### config.mk
export PLATFORM = sky130hd
export DESIGN_NAME = srte_front
export DESIGN_NICKNAME = d
export VERILOG_FILES = /design/src/sv/srte_pkg.sv /design/src/sv/srte_front.sv
export SDC_FILE = /design/constraint.sdc
export NUM_CORES = 1
export LEC_CHECK = 0
export ABC_AREA = 1
export BUFFER_PORTS_ARGS = -buffer_cell sky130_fd_sc_hd__buf_2
export CAP_MARGIN = 5
export CORE_MARGIN = 3
export CORE_UTILIZATION = 49
export DETAILED_ROUTE_END_ITERATION = 8
export PLACE_DENSITY = 0.95
export REMOVE_ABC_BUFFERS = 1
export SYNTH_ARGS = -nofsm -noshare
export SYNTH_HDL_FRONTEND = slang
export SYNTH_SLANG_ARGS = --single-unit
### constraint.sdc
create_clock -name vclk -period 19.37
set_input_delay 4.8425 -clock vclk [all_inputs]
set_output_delay 4.8425 -clock vclk [all_outputs]
set_load 0.05 [all_outputs]
### src/sv/srte_pkg.sv
// Shared types and constants for the shaper rate table entry unit.
// No dependencies; used by every module of the block.
`timescale 1ns / 1ps

package srte_pkg;

    localparam int CFG_W                = 32;
    localparam int SIZE_W               = 32;
    localparam int TICKS_W              = 32;
    localparam int CELL_LOG_W           = 5;
    localparam int CELL_LOG_SET_W       = 6;
    localparam int FRAC_W               = 16;
    localparam int AUTO_LIMIT_W         = 8;      // auto limit 255 is 8 bits of ones
    localparam int USEC_PER_SEC_DEFAULT = 1000000;
    localparam int QUEUE_DEPTH          = 2;

    localparam logic [CELL_LOG_W-1:0] CELL_LOG_MAX = 5'd23;
    localparam logic [15:0]           MTU_DEFAULT  = 16'd2047;

    typedef enum logic [2:0] {
        REG_RATE         = 3'd0,
        REG_CELL_LOG     = 3'd1,
        REG_MTU          = 3'd2,
        REG_MIN_PKT      = 3'd3,
        REG_OVERHEAD     = 3'd4,
        REG_TICK_FACTOR  = 3'd5
    } cfg_index_t;

    typedef struct packed {
        logic [31:0]               rate;
        logic [CELL_LOG_SET_W-1:0] cell_log_setting;
        logic [15:0]               mtu;
        logic [7:0]                min_pkt;
        logic [7:0]                overhead;
        logic [31:0]               tick_factor;
    } cfg_t;

    typedef struct packed {
        logic [CELL_LOG_W-1:0] cell_shift;
        logic                  rate_zero;
    } tag_t;

    typedef struct packed {
        logic [SIZE_W-1:0] size;
        tag_t              tag;
    } item_t;

endpackage

### src/sv/srte_front.sv
// Front end: accepts a table index, picks the cell log and forms the packet size.
// Depends on srte_pkg.
`timescale 1ns / 1ps

module srte_front
(
    input  logic               start,
    input  logic [7:0]         table_index,
    input  srte_pkg::cfg_t     cfg,
    input  logic               queue_full,
    output logic               push,
    output srte_pkg::item_t    item
);

    logic [srte_pkg::CELL_LOG_W-1:0] cell_shift;
    logic [srte_pkg::SIZE_W-1:0]     size;

    // cell log: fixed setting clamped to max, or auto from mtu bit length
    always_comb
    begin
        logic [15:0] mtu_eff;
        logic [4:0]  bit_len;
        mtu_eff = (cfg.mtu == 16'd0) ? srte_pkg::MTU_DEFAULT : cfg.mtu;
        bit_len = 5'd0;
        for (int b = 0; b < 16; b++)
        begin
            if (mtu_eff[b])
            begin
                bit_len = 5'(b + 1);
            end
        end
        if (cfg.cell_log_setting[srte_pkg::CELL_LOG_SET_W-1])
        begin
            if (bit_len > 5'(srte_pkg::AUTO_LIMIT_W))
            begin
                cell_shift = bit_len - 5'(srte_pkg::AUTO_LIMIT_W);
            end
            else
            begin
                cell_shift = '0;
            end
        end
        else if (cfg.cell_log_setting[4:0] > srte_pkg::CELL_LOG_MAX)
        begin
            cell_shift = srte_pkg::CELL_LOG_MAX;
        end
        else
        begin
            cell_shift = cfg.cell_log_setting[4:0];
        end
    end

    // index wraps modulo the 256-entry table, which an 8-bit index already does
    always_comb
    begin
        logic [srte_pkg::SIZE_W-1:0] raw;
        raw = (srte_pkg::SIZE_W'(table_index) << cell_shift)
            + srte_pkg::SIZE_W'(cfg.overhead);
        if (raw < srte_pkg::SIZE_W'(cfg.min_pkt))
        begin
            size = srte_pkg::SIZE_W'(cfg.min_pkt);
        end
        else
        begin
            size = raw;
        end
    end

    assign push                = start & ~queue_full;
    assign item.size           = size;
    assign item.tag.cell_shift = cell_shift;
    assign item.tag.rate_zero  = (cfg.rate == 32'd0);

endmodule

# After elaboration in Yosys (flattened, before gate mapping)
# Index checks and enable logic that the tools add are counted.
# W data, S select, Z words.
# word_totals
ramBits	0
out_inout_bits	39
in_bits	112
mem_count	0
mem_bits_ro	0
reg_bits	0
latch_bits	0
word_cells	31
# op_classes
mul	0
shift	1
n_div	0
n_mux	21
n_eq_ne	0
reduce_logical	2
n_addsub	2
n_lt_le_gt_ge	3
n_bitwise	2
# ops
operator	count
$mux W5	18
$add A32 B8 Y32	1
$logic_not A32 Y1	1
$lt A32 B8 Y1	1
$mux W32	1
$shl A8 B5 Y32	1
$logic_not A16 Y1	1
$mux W16	1
$gt A5 B4 Y1 const B	1
$gt A5 B5 Y1 const B	1
$sub A5 B4 Y5 const B	1
$and A1 B1 Y1	1
$mux W1	1
$not A1 Y1	1

# Logic depth before layout (Yosys ltp)
# Gate-level depths: netlist of the first run.
# depth
ltp_word	25
mapped_depth	40
mapped_depth_nobuf	40

# Worst setup path after synthesis of the first run
# OpenSTA, ideal clock, no wires.
# synth_timing
path_kind	input port to output port
from	input port cfg[57] (netlist name)
to	output port item[10] (netlist name)
slack_ps	5578
path_buffers	1
path_stages	33
t_arrival_ps	8949
required_time_ps	14527
cell_sequence	or2_1 -> nor3_2 -> a31oi_1 -> nand2_1 -> nand2_1 -> nand2_1 -> nand2_1 -> nand2_2 -> nand2_4 -> nand2_4 -> buf_12 -> nand2_2 -> nand3_1 -> nand2_1 -> nand2_1 -> nor2_1 -> ha_1 -> inv_1 -> o21ai_0 -> a21oi_1 -> o21bai_1 -> a21oi_1 -> o21ai_0 -> nand3_2 -> nor2_4 -> nand3_1 -> nand2_1 -> nand2_2 -> nor2_4 -> nand3_4 -> nor2_8 -> nand3_1 -> nand2_1
# synth_rtl
element	line	source
from (decl)	srte_front.sv:9	input srte_pkg::cfg_t cfg,
to (decl)	srte_front.sv:12	output srte_pkg::item_t item

==> results.py, run 1 <==
metrics = {
    "timing": {
        "worstMarginPinSlew_ns": 0.791,
        "slew_violations": 0,
        "setup_viol": 0,
        "tns_ns": 0,
        "slew_headroom_pct": 46.9,
        "fmax_mhz": 68.7,
        "hold_viol_final": 0,
        "rsz0062_at_grt": "no",
        "period_needed_ns": 14.55,
        "finalCritPeriodShare_pct": 75.1,
    },
    "placed_design": {
        "port_buffers": 118,
        "hpwl_um": 5990,
        "gp_congestion": 0.930,
        "placedInstanceArea_mm2": 0.00288,
    },
    "floorplanning": {
        "io_pins": 151,
        "fp.dieH_um": 74.5,
        "core-area_mm2": 0.00444,
        "die_area_mm2": 0.00555,
        "rows": 24,
        "start_util_pct": 51.7,
        "fp.dieW_um": 74.5,
    },
    "finish": {
        "final_common_cell": "buf_2",
        "seq_area_um2": 0,
        "final_area_mm2": 0.00288,
        "drive_above_1_share_pct": 33.9,
        "fillers": 408,
        "n_antenna_cell": 0,
        "fin_nets": 652,
        "clockBufferCount": 0,
        "final_cell_mix": "buf_2, nand2_1, inv_1, nand3_1, nor2_1",
        "n_sequential_cell": 0,
        "area_growth_pct": 25.3,
    },
    "synth": {
        "synth_compound_gate_area_share_pct": 12.2,
        "yosys_warnings": 0,
        "yosysUniqueCellTypes": 44,
        "yosys.area_share.adder_pct": 9.04,
        "yosys.area_share.simple_pct": 61.6,
        "synthXorXnorAreaFrac_pct": 1.52,
        "synthCells": 414,
        "syn_area_mm2": 0.00230,
        "synth_top_family_by_area": "simple AND/OR/NAND/NOR gates",
        "yosysSeqAreaShare_pct": 0,
        "synth_mux_area_share_pct": 0,
        "syn_area_per_cell_um2": 5.55,
    },
    "drt": {
        "via_per_inst": 5.27,
        "post_drt_wl_per_cell_um": 12.0,
        "finalWirelength_um": 6900,
        "post-route-drc-count": 0,
        "num_vias": 3023,
        "drt-initial-drc-count": 134,
        "dr.pass1.iters": 4,
        "ant_nets": 0,
    },
    "global_route": {
        "overflow": 0,
        "use_met1_pct": 27.5,
        "grt_pass1_vias": 2679,
        "grt_max_degree": 22,
        "grt-busiest-layer": "met2",
        "grt_pass1_wl_um": 10700,
        "grt_use_met3_pct": 1.89,
        "antenna_found_initial": 0,
        "global_route.usage.met2_pct": 45.1,
        "grt_usage_pct": 23.2,
    },
    "flow_run": {
        "max-cap-violations": 0,
    },
    "pwr": {
        "p_per_area_mw_per_mm2": 48.0,
        "ir_worst_vdd_mv": 0.0224,
        "total_power_mw": 0.138,
        "p_leak_nw": 1.80,
    },
    "critical_path": {
        "cp-end-kind": "output port",
        "crit_path_start_kind": "primary input",
        "critPathArrivalTime_ns": 9.70,
        "worst-endpoint-required_ns": 14.53,
        "crit_type": "in -> out",
        "critPathMaxFanout": 13,
    },
    "worst_hold_path": {
        "hold_class": "in -> out",
    },
    "clocking": {
        "cts_hold_buf": 0,
        "postCtsSetupRepairBufs": 0,
        "post_cts_resized": 0,
    },
    "outcome": {
        "status": "finished clean",
    },
}
[where the power goes]
group          total [mW]  switching [mW]  internal (mW)
clock                   0               0              0
combinational       0.138          0.0981         0.0401
sequential              0               0              0
total               0.138          0.0981         0.0401
[worst paths after layout]
check | slack [ns] | end | cells past startpoint | start
setup / recovery | 4.82 | item[13] | 27 | cfg[59]
hold / removal | 9.99 | push | 3 | queue_full
[area by class of cell]
| type | count | area (um2) | share of cell area (%) |
|---|---|---|---|
| multi-input cells | 330 | 1940 | 67.5 |
| well taps | 52 | 65.1 | 2.26 |
| repair buffers | 119 | 598 | 20.8 |
| inverters | 73 | 274 | 9.51 |
[per-stage QoR]
| step | util [%] | hold slack, ns | instances | setup WS [ns] |
|---|---|---|---|---|
| finish | 64.8 | 9.99 | 574 | 4.82 |
| CTS | 64.8 | 9.99 | 574 | 4.85 |
| floorplan | - | 9.86 | 403 | 5.44 |
| detailed placement | 64.8 | 9.99 | 574 | 4.86 |
| global route | 64.8 | 10.00 | 574 | 4.40 |
| global placement | 64.8 | 9.98 | 574 | 5.00 |
[layer usage]
metal | wire [um] | vias to the layer above
li1 | - | 1579
met2 | 3420 | 104
met5 | 0 | -
met1 | 2990 | 1331
met4 | 79 | 0
met3 | 404 | 9
[synth_stat cells, types with 5 or more instances]
| library cell | n | area [um2] |
|---|---|---|
| nand3_1 | 61 | 305 |
| nor2_2 | 5 | 31.3 |
| nand4_1 | 11 | 68.8 |
| o21ai_0 | 10 | 50.1 |
| ha_1 | 15 | 188 |
| o21bai_1 | 9 | 67.6 |
| nor2_1 | 33 | 124 |
| inv_1 | 68 | 255 |
| nand3_2 | 15 | 150 |
| nand2_2 | 15 | 93.8 |
| buf_4 | 5 | 37.5 |
| a21oi_1 | 8 | 40.0 |
| nor2_4 | 5 | 56.3 |
| nand2_1 | 97 | 364 |
| nor4_1 | 9 | 56.3 |
[cells by family after synthesis]
group,after synthesis
and+or+nand+nor,266
buffers and inverters,84
AOI/OAI and AO/OA,43
adders and majority gates,16
xor gates and xnor gates,4
other,1
[critical path, cell delays in order]
cell and delay (ns):
buf_2 0.12, nor4_1 0.45, nand3_1 0.13, nand2_1 0.10
inv_2 0.07, a21oi_2 0.52, nand4_1 0.37, nor2_1 0.33
ha_1 0.29, a21o_1 0.17, a21oi_1 0.20, xor2_1 0.21
ha_1 0.27, a21oi_1 0.13, nand2_1 0.06, a21oi_1 0.12
nor2_1 0.05, o21ai_0 0.15, nand2_1 0.07, nand2_1 0.06
inv_1 0.03, nor2_1 0.19, inv_1 0.15, nor2_8 0.17
nand3_1 0.10, nand2_1 0.09, buf_2 0.26
(Power assumes the default switching activity.)
==> inputs of run 2 (changes only) <==
Settings changed: CORE_UTILIZATION 49 to 41, PLACE_DENSITY 0.95 to 0.92.
Clock period 19.37 ns to 11.7 ns, I/O delays scaled along.
==> run 2 against run 1 <==
  * Global-route usage shrank 1.7 points
  * Via count rose by 1.7%
  * Critical path depth rose by 1
  * Core utilization decreased by 9.6 points
  * Sequential share of layout area is the same
  * Count of clock-buffer cells in the layout is the same
  * Largest cell class unchanged
  * Design area up 1.0%
  * Worst setup slack worse by 3.9 ns
==> results.py, run 2 (synthesized netlist as in run 1, its figures left out) <==
metrics = {
    "critical_path": {
        "critPathMaxFanout": 13,
        "critPathArrivalTime_ns": 7.89,
        "worst-endpoint-required_ns": 8.78,
        "cp_common_cell": "nand2_1",
        "cp_top_family": "simple AND/OR/NAND/NOR gates",
        "crit_buf_inv": 5,
        "slowest_stage": "a21oi_2",
        "cp-end-kind": "output port",
        "crit_type": "in -> out",
        "max_stage_delay_ns": 0.50,
        "crit_path_start_kind": "primary input",
    },
    "finish": {
        "multi_input_comb_area_mm2": 0.00194,
        "n_antenna_cell": 0,
        "clockBufferCount": 0,
        "utilization_pct": 55.2,
        "n_sequential_cell": 0,
        "seq_area_um2": 0,
        "area_growth_pct": 26.6,
        "final_common_cell": "buf_2",
        "fin_nets": 653,
        "drive_above_1_share_pct": 34.0,
        "final_cell_mix": "buf_2, nand2_1, inv_1, nand3_1, nor2_1",
        "fillers": 552,
    },
    "timing": {
        "worst_slack_ns": 0.882,
        "worstMarginPinSlew_ns": 0.787,
        "tns_ns": 0,
        "slew_violations": 0,
        "rsz0062_at_grt": "no",
        "fmax_mhz": 92.4,
        "setup_viol": 0,
        "hold_viol_final": 0,
        "slew_headroom_pct": 47.2,
        "finalCritPeriodShare_pct": 92.5,
        "period_needed_ns": 10.82,
    },
    "floorplanning": {
        "die_area_mm2": 0.00654,
        "io_pins": 151,
        "start_util_pct": 43.6,
        "core-area_mm2": 0.00527,
        "fp.dieW_um": 80.9,
        "rows": 26,
        "fp.dieH_um": 80.9,
    },
    "global_route": {
        "overflow": 0,
        "grt_pass1_vias": 2893,
        "grt_max_degree": 22,
        "grt_usage_pct": 21.5,
        "antenna_found_initial": 0,
        "grt_pass1_wl_um": 11900,
    },
    "pwr": {
        "p_per_area_mw_per_mm2": 79.0,
        "p_switching_mw": 0.163,
        "ir_worst_vdd_mv": 0.0437,
        "p_seq_share_pct": 0,
        "pwr-share-clk_pct": 0,
        "p_leak_nw": 1.80,
        "power.share.combinational_pct": 100.0,
        "switching_share_pct": 71.0,
        "p_int_mw": 0.0668,
    },
    "drt": {
        "via_per_inst": 5.18,
        "ant_nets": 0,
        "dr.pass1.iters": 5,
        "post_drt_wl_per_cell_um": 12.1,
        "drt-initial-drc-count": 111,
        "num_vias": 3073,
        "post-route-drc-count": 0,
        "finalWirelength_um": 7170,
    },
    "outcome": {
        "status": "finished clean",
    },
    "clocking": {
        "cts_hold_buf": 0,
        "post_cts_resized": 0,
        "postCtsSetupRepairBufs": 0,
    },
    "flow_run": {
        "max-cap-violations": 0,
    },
    "worst_hold_path": {
        "hold_class": "in -> out",
    },
    "placed_design": {
        "detailedPlace.worstSlack_ns": 0.955,
        "port_buffers": 118,
        "gp_congestion": 0.919,
        "hpwl_um": 6270,
    },
}
==> run 2: layer usage <==
metal | GRT usage (%) | vias to the layer above | share of wire [%]
met1 | 24.9 | 1366 | 41
met4 | 4.05 | 0 | 1.3
met5 | 0 | - | 0
li1 | - | 1585 | -
met2 | 42.8 | 112 | 52
met3 | 1.55 | 10 | 6.3
==> run 2: metrics by stage <==
stage | cell area, um2 | instances | hold slack (ns) | power, mW
floorplan | 2220 | 403 | 6.03 | 0.173
global placement | 2910 | 593 | 6.15 | 0.222
detailed placement | 2910 | 593 | 6.15 | 0.229
CTS | 2910 | 593 | 6.16 | 0.229
global route | 2910 | 593 | 6.17 | 0.252
finish | 2910 | 593 | 6.15 | 0.230
==> run 2: cell type report <==
cell class,count,area share [%]
inverters,73,9.42
well taps,70,3.01
repair buffers,120,20.8
multi-input cells,330,66.8
==> run 2: path summary, 6_finish.rpt <==
| check | start | to | slack, ns | depth (start not counted) |
|---|---|---|---|---|
| min | queue_full | push | 6.15 | 3 |
| max | cfg[59] | item[10] | 0.88 | 28 |
==> run 2: power by group through the flow <==
stage | Combinational (mW) | Clock (mW) | Sequential [mW]
2_1_floorplan | 0.173 | 0 | 0
3_3_place_gp | 0.222 | 0 | 0
3_5_place_dp | 0.229 | 0 | 0
4_1_cts | 0.229 | 0 | 0
5_1_grt | 0.252 | 0 | 0
6_report | 0.230 | 0 | 0
