File: src/sv/srte_pkg.sv
// Shared types and constants for the shaper rate table entry unit.
// No dependencies; used by every module of the block.
`timescale 1ns / 1ps

package srte_pkg;

    localparam int CFG_W                = 32;
    localparam int SIZE_W               = 32;
    localparam int TICKS_W              = 32;
    localparam int CELL_LOG_W           = 5;
    localparam int CELL_LOG_SET_W       = 6;
    localparam int FRAC_W               = 16;
    localparam int AUTO_LIMIT_W         = 8;      // auto limit 255 is 8 bits of ones
    localparam int USEC_PER_SEC_DEFAULT = 1000000;
    localparam int QUEUE_DEPTH          = 2;

    localparam logic [CELL_LOG_W-1:0] CELL_LOG_MAX = 5'd23;
    localparam logic [15:0]           MTU_DEFAULT  = 16'd2047;

    typedef enum logic [2:0] {
        REG_RATE         = 3'd0,
        REG_CELL_LOG     = 3'd1,
        REG_MTU          = 3'd2,
        REG_MIN_PKT      = 3'd3,
        REG_OVERHEAD     = 3'd4,
        REG_TICK_FACTOR  = 3'd5
    } cfg_index_t;

    typedef struct packed {
        logic [31:0]               rate;
        logic [CELL_LOG_SET_W-1:0] cell_log_setting;
        logic [15:0]               mtu;
        logic [7:0]                min_pkt;
        logic [7:0]                overhead;
        logic [31:0]               tick_factor;
    } cfg_t;

    typedef struct packed {
        logic [CELL_LOG_W-1:0] cell_shift;
        logic                  rate_zero;
    } tag_t;

    typedef struct packed {
        logic [SIZE_W-1:0] size;
        tag_t              tag;
    } item_t;

endpackage

File: src/sv/srte_queue.sv
// Short request queue between the front end and the arithmetic back end.
// Depends on srte_pkg.
`timescale 1ns / 1ps

module srte_queue
(
    input  logic            clk,
    input  logic            rst_n,
    input  logic            push,
    input  srte_pkg::item_t push_item,
    input  logic            pop,
    output logic            not_empty,
    output logic            full,
    output srte_pkg::item_t pop_item
);

    localparam int DEPTH = srte_pkg::QUEUE_DEPTH;
    localparam int PTR_W = (DEPTH > 1) ? $clog2(DEPTH) : 1;
    localparam int CNT_W = $clog2(DEPTH + 1);

    srte_pkg::item_t  mem [DEPTH];
    logic [PTR_W-1:0] wr_ptr_reg, wr_ptr_next;
    logic [PTR_W-1:0] rd_ptr_reg, rd_ptr_next;
    logic [CNT_W-1:0] count_reg, count_next;
    logic             do_push, do_pop;

    assign not_empty = (count_reg != '0);
    assign full      = (count_reg == CNT_W'(DEPTH));
    assign do_push   = push & ~full;
    assign do_pop    = pop & not_empty;
    assign pop_item  = mem[rd_ptr_reg];

    always_comb
    begin
        wr_ptr_next = wr_ptr_reg;
        rd_ptr_next = rd_ptr_reg;
        count_next  = count_reg;
        if (do_push)
        begin
            wr_ptr_next = (wr_ptr_reg == PTR_W'(DEPTH - 1)) ? '0 : wr_ptr_reg + 1'b1;
        end
        if (do_pop)
        begin
            rd_ptr_next = (rd_ptr_reg == PTR_W'(DEPTH - 1)) ? '0 : rd_ptr_reg + 1'b1;
        end
        if (do_push && !do_pop)
        begin
            count_next = count_reg + 1'b1;
        end
        else if (do_pop && !do_push)
        begin
            count_next = count_reg - 1'b1;
        end
    end

    always_ff @(posedge clk or negedge rst_n)
    begin
        if (!rst_n)
        begin
            wr_ptr_reg <= '0;
            rd_ptr_reg <= '0;
            count_reg  <= '0;
        end
        else
        begin
            wr_ptr_reg <= wr_ptr_next;
            rd_ptr_reg <= rd_ptr_next;
            count_reg  <= count_next;
        end
    end

    always_ff @(posedge clk)
    begin
        if (do_push)
        begin
            mem[wr_ptr_reg] <= push_item;
        end
    end

endmodule

File: config.mk
export PLATFORM = sky130hd
export DESIGN_NAME = srte_queue
export DESIGN_NICKNAME = d
export VERILOG_FILES = /design/src/sv/srte_pkg.sv /design/src/sv/srte_queue.sv
export SDC_FILE = /design/constraint.sdc
export NUM_CORES = 1
export LEC_CHECK = 0
export BUFFER_PORTS_ARGS = -buffer_cell sky130_fd_sc_hd__clkbuf_2
export CAP_MARGIN = 20
export CORE_UTILIZATION = 40
export DETAILED_ROUTE_END_ITERATION = 8
export GPL_TIMING_DRIVEN = 0
export HOLD_SLACK_MARGIN = 0.06
export PLACE_DENSITY_LB_ADDON = 0.08
export SYNTH_ARGS = -nofsm -noshare
export SYNTH_HDL_FRONTEND = slang
export SYNTH_SLANG_ARGS = --single-unit
File: constraint.sdc
create_clock -name clk -period 2.9 [get_ports clk]
set_input_delay 0.29 -clock clk [delete_from_list [all_inputs] [get_ports clk]]
set_output_delay 0.29 -clock clk [all_outputs]
set_load 0.02 [all_outputs]
Word level (Yosys, flattened, before mapping)
Memories as Yosys holds them, arrays and structs flattened.
Index checks and enable logic that the tools add are counted.
- eq/ne operators: 1
- $lt $le $gt $ge: 0
- add/sub/neg operators: 4
- reductions and logical operators: 6
- multiply operators: 0
- bitwise logic cells: 3
- shift operators: 0
- div/mod/pow operators: 0
- muxes and demuxes: 6
- operators by type and width (kind ; number):
    $mux W1 ; 4
    $mux W2 ; 2
    $reduce_bool A2 Y1 ; 2
    $add A1 B1 Y1 const B ; 2
    $add A2 B1 Y2 const B ; 1
    $and A1 B1 Y1 ; 2
    $eq A2 B2 Y1 const B ; 1
    $logic_and A1 B1 Y1 ; 2
    $logic_not A1 Y1 ; 2
    $sub A2 B1 Y2 const B ; 1
    $not A1 Y1 ; 1
- word-level logic and storage cells: 24
- memories: 1
- bits in registers: 4
- bits in read-only memories: 0
- bits in writable memories: 76
- bits in latches: 0
- memory list (memory ; words ; width ; read ports ; clocked after memory_dff ; wr ports ; line ; text):
    mem ; 2 ; 38 ; 1 ; 0 ; 1 ; srte_queue.sv:21 ; srte_pkg::item_t mem [DEPTH];

Logic depth before layout (Yosys ltp)
Gate-level depths: netlist of the first run.
- depth in word-level cells: 7
- mapped depth: 7

Least setup slack after synthesis of the first run
Ideal clock, no wire load.
- path kind: flip-flop to flip-flop
- start: register count_reg[0]
- end: memory mem[0][0] in the netlist's numbering (enable)
- clock period less this slack: 2.659 ns
- stages on the path, launching flop included: 4
- arrival: 2.226 ns
- path slack: 0.241 ns
- required time: 2.467 ns
- path buffers: 0
- cell sequence: dfrtp_1 -> nand2b_1 -> nand2_1 -> nor2_1
- word-level cells in the longest chain between the ends: 5
- RTL lines (element ; line ; text):
    from (decl) ; srte_queue.sv:24 ; logic [CNT_W-1:0] count_reg, count_next;
    from (signal assigned) ; srte_queue.sv:68 ; count_reg <= count_next;
    $eq A2 B2 Y1 ; srte_queue.sv:28 ; assign full = (count_reg == CNT_W'(DEPTH));
    $not A1 Y1 ; srte_queue.sv:29 ; assign do_push = push & ~full;
    $and A1 B1 Y1 ; srte_queue.sv:29 ;
    $mux W1 ; srte_queue.sv:74 ; if (do_push)
    $mux W1 (implied by the code) ; srte_queue.sv:76 ; mem[wr_ptr_reg] <= push_item;
    to (decl) ; srte_queue.sv:21 ;
Every way passes these cells.

==> results of run 1 <==
power by group through the flow:
stage          clock [mW]  combinational, mW  sequential, mW
2_1_floorplan           0               1.01            1.67
3_3_place_gp            0               1.37            1.69
3_5_place_dp            0               1.43            1.70
4_1_cts             0.873               1.43            1.67
5_1_grt             0.931               1.50            1.69
6_report            0.844               1.40            1.67
final timing paths:
check                               endpoint          start  slack (ns)  depth (start not counted)
min in group asynchronous       count_reg[1]          rst_n        0.28                          2
max in group asynchronous         wr_ptr_reg          rst_n        2.50                          2
worst min-delay path              mem[0][29]  push_item[29]        0.14                          1
worst max register to register     mem[1][2]   count_reg[0]        1.11                          2
worst min register to register  count_reg[1]   count_reg[1]        0.51                          1
worst max-delay path             pop_item[5]     rd_ptr_reg        1.05                          4
layer usage:
metal / routed length [um] / part of all wire (%)
met4: 144 / 3.0
met3: 286 / 6.0
met2: 2462 / 51
met1: 1905 / 40
met5: 0 / 0
per-stage QoR:
step	power (mW)	setup slack, ns	hold slack (ns)	TNS, ns
2_1_floorplan	2.680	0.2411	-0.005591	0
3_3_place_gp	3.065	-0.6114	0.09969	-23.15
3_5_place_dp	3.123	1.067	0.1030	0
4_1_cts	3.976	1.001	0.1153	0
5_1_grt	4.124	0.9653	0.1110	0
6_report	3.905	1.050	0.1353	0
area by class of cell:
cell class | instances | area, sq um | area share [%]
multi-input cells | 51 | 566.8 | 15.07
clock inverters | 3 | 67.56 | 1.797
plain buffers | 4 | 41.29 | 1.098
clock buffers | 12 | 135.1 | 3.594
inverters | 2 | 7.507 | 0.1997
flip-flops and latches | 80 | 2382 | 63.36
well taps | 99 | 123.9 | 3.295
repair buffers | 83 | 435.4 | 11.58
layout by cell type, fill, tap and decap left out, types with 2 or more instances in the layout:
cell and count:
sky130_fd_sc_hd__buf_4 2, sky130_fd_sc_hd__bufinv_16 2, sky130_fd_sc_hd__clkbuf_1 3, sky130_fd_sc_hd__clkbuf_2 81, sky130_fd_sc_hd__clkbuf_8 9, sky130_fd_sc_hd__dfrtp_1 4
sky130_fd_sc_hd__edfxtp_1 76, sky130_fd_sc_hd__inv_1 2, sky130_fd_sc_hd__mux2_2 28, sky130_fd_sc_hd__mux2_4 10, sky130_fd_sc_hd__xnor2_1 3, sky130_fd_sc_hd__xor2_1 2
cell families (layout without fill, tap and decap cells):
kind of cell | after synthesis | count (layout) | synth area share, %
flip-flops | 80 | 80 | 79.70
multiplexers | 38 | 38 | 15.57
AND/OR/NAND/NOR | 7 | 7 | 1.214
buffers and inverters | 6 | 104 | 1.632
XOR/XNOR | 5 | 5 | 1.465
adder cells (fa/ha/maj) | 1 | 1 | 0.4185
==> summary.md, run 1 <==
| Metric | Value |
|---|---|
| Cts repair resizes | 0 |
| Fraction of post-synthesis cell area in the top cell type by area | 76.35% |
| Sequence of cells on the critical path | buf_6 -> buf_8 -> mux2_4 -> clkbuf_2 |
| Total clock buffers created by CTS | 9 |
| Number of antenna diodes | 0 |
| Average wire per cell in the routed design | approximately 14 um |
| Post-synth ARST share | 5.000% |
| Fillers | 618 |
| Initial Utilization | roughly two fifths |
| Category of cells accounting for the largest share of critical-path delay | buffers and inverters |
| Remaining DRCs | 0 |
| Worst VDD drop | 0.3810 mV |
| Synthesized flop and latch total | 80 |
| Core Util, Final | 51.84% |
| Endpoints failing setup | 0 |
| CTS clk-pin slew, worst paths | 0.07 ns |
| Cell Area, Placed | between 3000 and 4000 sq um |
| Share of post-route cells with drive strength above 1 | 59.57% |
| Mapped Avg Cell Area | 21.82 sq um |
| Cells after synthesis | about 140 |
| Final nets | 274 |
| Antenna violations before repair | 0 |
| Cell-internal power | 2.659 mW |
| Global routing met3 resource utilization | about 5.2% |
| CTS tree | done |
| Sequential area share after synthesis | 79.70% |
| Post-synthesis net count | 180 |
| Overall die width | 88.45 um |
| Slowest Stage Delay on Critical Path | around 0.40 ns |
| Total Routing Usage GR | a little over an eighth |
| Total number of vias | 1514 |
| Remaining global-route overflow | 0 |
| Global-route track usage on met1 | 13.74% |
| Worst slew pin tran | 0.9153 ns |
| Core outline area | 7253 sq um |
| Bufs on Longest Clock Path | 2 |
| Final critical delay including setup and external delays | 1.850 ns |
| FP Rows | 31 |
| P_sw | 1.246 mW |
| Quantity of hold-fixing buffers added after cts | 1 |
| Clock Power Share | 21.6% |
| Worst hold-check path type | input port to register |
| Leading register cell type out of synthesis | sky130_fd_sc_hd__edfxtp_1 |
| Result of the run | finished clean |
| Cell at the slowest stage of the critical path | sky130_fd_sc_hd__dfrtp_1 |
| Switching share of power | 31.90% |
| Library cell used as clock root buffer | sky130_fd_sc_hd__clkbuf_8 |
| Summed instance area of the synthesized netlist | 2989 sq um |
| Most frequent cell after synthesis | sky130_fd_sc_hd__edfxtp_1 |
| Number of nets with antenna violations after detailed routing | 0 |
| Deepest level of the CTS H-tree | 3 |
| Setup Crit Path Kind | register to output port |
| Number of enable flip-flop cells after synthesis | 76 |
| GP Congestion | 0.6709 |
| Crit start category | register |
| Count of boundary I/O pins | 82 |
| Number of optimization iterations in the first detailed-route pass | 2 |
| Sequential cell fraction of total power | 42.7% |
| Maximum number of pins on one net before global-route repair | 39 |
| Crit Path Max Fanout | 10 |
| Largest area contributor in the synthesized netlist | sky130_fd_sc_hd__edfxtp_1 |
| Total wire length | between 4000 and 5000 um |
| Max-slew violations | 0 |
| Setup Skew | 0.008679 ns |
| Max Cap Viol | 0 |
| Flip-flop count of the largest register, all copies and words added | 76 |
| Cell variety after synth | 17 |
| Relative slew margins | 38.98% |
| Total leakage power | roughly 1.5 nW |
| CTS sink cnt | 80 |
| Die outline height | 88.45 um |
| Input/output buffers | 81 |
| Total non-filler cell area in the finished layout | between 3000 and 4000 sq um |
| Ranking of synthesized cells by instance count | sky130_fd_sc_hd__edfxtp_1 (76), sky130_fd_sc_hd__mux2_2 (28), sky130_fd_sc_hd__mux2_4 (10), sky130_fd_sc_hd__dfrtp_1 (4), sky130_fd_sc_hd__xnor2_1 (3) |
| PD cells | 1039 nW/um^2 |
| Fin. Hold Viols | 0 |
| Wire length of the first global-routing pass | around 7400 um |
| Post-DP HPWL | 3197 um |
| Logic pwr share | 35.7% |
| Fmax | 540.6 MHz |
| Vias in the first global route | 1626 |
| CP Buf/Inv Count | 3 |
| DR vias/cell | 4.533 |
| Die footprint | 7823 sq um |
| Data arrival time of the worst path | 1.56 ns |
| Most Crowded Layer GR | met2 |
| CP Data Required Time | around 2.6 ns |
| Non-filler cells in the finished layout | 334 |
| Critical Path Sink Type | output port |
| Starting DRC count in detailed routing | 34 |
| Unrepaired setup endpoints after global routing | false |
| Postcts setup bufs | 0 |
| Source-to-sink clock delay at the later pin of the worst-skew pair | ~0.34 ns |
| Final worst path period share | a little under two thirds |
| Post-placement cell count | 318 |
| Synthesis warning total | 0 |
| Largest cells by area after synthesis | sky130_fd_sc_hd__edfxtp_1 (76%), sky130_fd_sc_hd__mux2_2 (11%), sky130_fd_sc_hd__mux2_4 (5.0%) |
| Met2 routing resource usage after global routing | 22.94% |
| Syn-to-layout area delta | 25.78% |
Power figures use the tool's default switching activity.
==> inputs of run 2 (changes only) <==
clock period = 1.65 ns   (was 2.9 ns; I/O delays follow)
==> run 2 against run 1 <==
The run now ends with negative setup slack left. Global-route usage grew 1.6 points. Clock skew is 0.0012 ns lower. Final cell count rose by 14%. Register-to-register slack lost 1.0 ns. Sequential share of layout area fell by 9.8 points. Setup slack got worse by 1.1 ns. Die area stayed put. Critical path depth stayed put. Count of clock-buffer cells in the layout is 2 lower. Sequential power is 77% higher. Critical endpoint is now pop_item[3]. Largest power group is now combinational cells.
==> summary.md, run 2 (synthesis gave the netlist of run 1 again) <==
| Metric | Value |
|---|---|
| Share of post-route cells with drive strength above 1 | 53.74% (-5.8 points) |
| Most frequent standard cell in the layout excluding fill and tap cells | sky130_fd_sc_hd__edfxtp_1 |
| Remaining global-route overflow | 0 (unchanged) |
| Total non-filler cell area in the finished layout | 4444 sq um (+18%) |
| Starting DRC count in detailed routing | 35 (+2.9%) |
| Post-placement cell count | 317 (-0.31%) |
| PD cells | 1706 nW/um^2 (+64%) |
| Die footprint | 7823 sq um (unchanged) |
| Final critical delay including setup and external delays | 1.668 ns |
| Total Neg Setup Slack | -0.08176 ns (-0.08176 ns) |
| Critical Path Sink Type | output port |
| Library cell used as clock root buffer | sky130_fd_sc_hd__clkbuf_8 |
| Fmax | 599.7 MHz |
| Die outline height | 88.45 um (unchanged) |
| Overall die width | 88.45 um (unchanged) |
| Number of nets with antenna violations after detailed routing | 0 (unchanged) |
| Source-to-sink clock delay at the later pin of the worst-skew pair | 0.34 ns (about the same) |
| Core Util, Final | 61.27% (+9.4 points) |
| Total clock buffers created by CTS | 9 (unchanged) |
| Average wire per cell in the routed design | 14.26 um (-0.73%) |
| Setup Skew | 0.007449 ns (-0.001231 ns) |
| Crit start category | register |
| Wire length of the first global-routing pass | 8335 um (+13%) |
| Crit Path Max Fanout | 5 (-5) |
| Total wire length | 5419 um (+13%) |
| Worst hold-check path type | input port to async pin |
| Initial Utilization | 41.21% (unchanged) |
| Total leakage power | 1.773 nW (+20%) |
| Bufs on Longest Clock Path | 2 (unchanged) |
| Antenna violations before repair | 0 (unchanged) |
| Deepest level of the CTS H-tree | 3 (unchanged) |
| Result of the run | finished, violations left |
| Total number of vias | 1687 (+11%) |
| Post-DP HPWL | 3149 um (-1.5%) |
| Core outline area | 7253 sq um (unchanged) |
| Number of antenna diodes | 0 (unchanged) |
| Input/output buffers | 81 (unchanged) |
| Vias in the first global route | 1779 (+9.4%) |
| Endpoints failing setup | 9 (+9) |
| FP Rows | 31 (unchanged) |
| CTS tree | done |
| Final nets | 319 (+16%) |
| Leading cell types in the layout, fill and taps excluded | sky130_fd_sc_hd__edfxtp_1 (76), sky130_fd_sc_hd__clkbuf_2 (62), sky130_fd_sc_hd__dlygate4sd3_1 (40) |
| Minimum setup slack after placement | -0.3858 ns (-1.453 ns) |
| Max-slew violations | 0 (unchanged) |
| Max Cap Viol | 0 (unchanged) |
| Remaining DRCs | 0 (unchanged) |
| Relative slew margins | 62.08% (+23 points) |
| Fin. Hold Viols | 0 (unchanged) |
| Worst VDD drop | 0.7530 mV (+98%) |
| Data arrival time of the worst path | 1.50 ns (-0.06 ns) |
| Syn-to-layout area delta | 48.68% |
| Final worst path period share | 101.1% |
| CTS sink cnt | 80 (unchanged) |
| Maximum number of pins on one net before global-route repair | 39 (unchanged) |
| Setup Crit Path Kind | register to output port |
| Setup slack, reg-to-reg | 0.07 ns (-1.04 ns) |
| Non-filler cells in the finished layout | 380 (+14%) |
| Cell Area, Placed | 3527 sq um (-0.56%) |
| CP Data Required Time | 1.48 ns (-1.13 ns) |
| Worst slew pin tran | 0.5687 ns (-0.3466 ns) |
| Count of boundary I/O pins | 82 (unchanged) |
| DR vias/cell | 4.439 (-2.1%) |
| Unrepaired setup endpoints after global routing | true |
| GP Congestion | 0.6849 (+2.1%) |
| Violations in the final reports | negative setup slack |
| Number of optimization iterations in the first detailed-route pass | 3 (+1) |
| Flip-flop count of the largest register, all copies and words added | 76 (unchanged) |
| CTS clk-pin slew, worst paths | 0.08 ns (about the same) |
| Minimum setup slack in the final design | -0.01752 ns (-1.068 ns) |
| Total Routing Usage GR | 15.07% (+1.6 points) |
[run 2: area by class of cell]
class,count,area [sq um]
fill,547,2809
sequential,80,2382
timing repair buffer,127,1066
multi-input combinational,52,630.6
clock buffer,10,127.6
tap,99,123.9
clock inverter,6,60.06
buffer,4,46.29
inverter,2,7.507
[run 2: metal layers]
metal	vias up	wire (um)	GRT usage, %	share of wire (%)
li1	812	-	-	-
met1	815	2062	14.89	38
met2	50	3024	28.46	56
met3	10	241	4.478	4.4
met4	0	91	7.478	1.7
met5	-	0	0	0
[run 2: path summary, 6_finish.rpt]
kind | from | to | depth (start not counted)
hold / removal | rst_n | rd_ptr_reg | 2
hold reg to reg | count_reg[0] | count_reg[0] | 1
setup / recovery | rd_ptr_reg | pop_item[3] | 4
setup reg to reg | count_reg[0] | mem[1][9] | 2
max in group asynchronous | rst_n | wr_ptr_reg | 2
min in group clk | push | wr_ptr_reg | 3
[run 2: where the power goes]
group          switching, mW  internal, mW  leakage (nW)
sequential             0.165          2.78         0.753
combinational           1.59          1.69         0.929
clock                  0.671         0.691        0.0920
total                   2.42          5.16          1.77
[run 2: stage by stage]
| step | power [mW] | hold slack, ns |
|---|---|---|
| 3_3_place_gp | 5.370 | -0.02598 |
| 3_5_place_dp | 5.440 | -0.02380 |
| 6_report | 7.583 | 0.1645 |
| 5_1_grt | 7.973 | 0.1532 |
| 2_1_floorplan | 4.712 | -0.1306 |
| 4_1_cts | 7.159 | 0.1418 |
[run 2: what timing repair did]
| action | 4_1_cts | 5_1_grt |
|---|---|---|
| hold buffers | 40 | 0 |
| hold endpoints to repair | 81 | 0 |
| cloned | 1 | 2 |
| setup buffers | 4 | 0 |
| resized for setup | 10 | 63 |
| pin swaps | 2 | 0 |
| endpoints found under the setup margin | 98 | 73 |
[run 2: critical path: stages, from the launching register on]
cell                        delay (ns)
sky130_fd_sc_hd__dfrtp_1          0.41
sky130_fd_sc_hd__buf_6            0.15
sky130_fd_sc_hd__clkbuf_16        0.16
sky130_fd_sc_hd__mux2_4           0.30
sky130_fd_sc_hd__buf_8            0.13
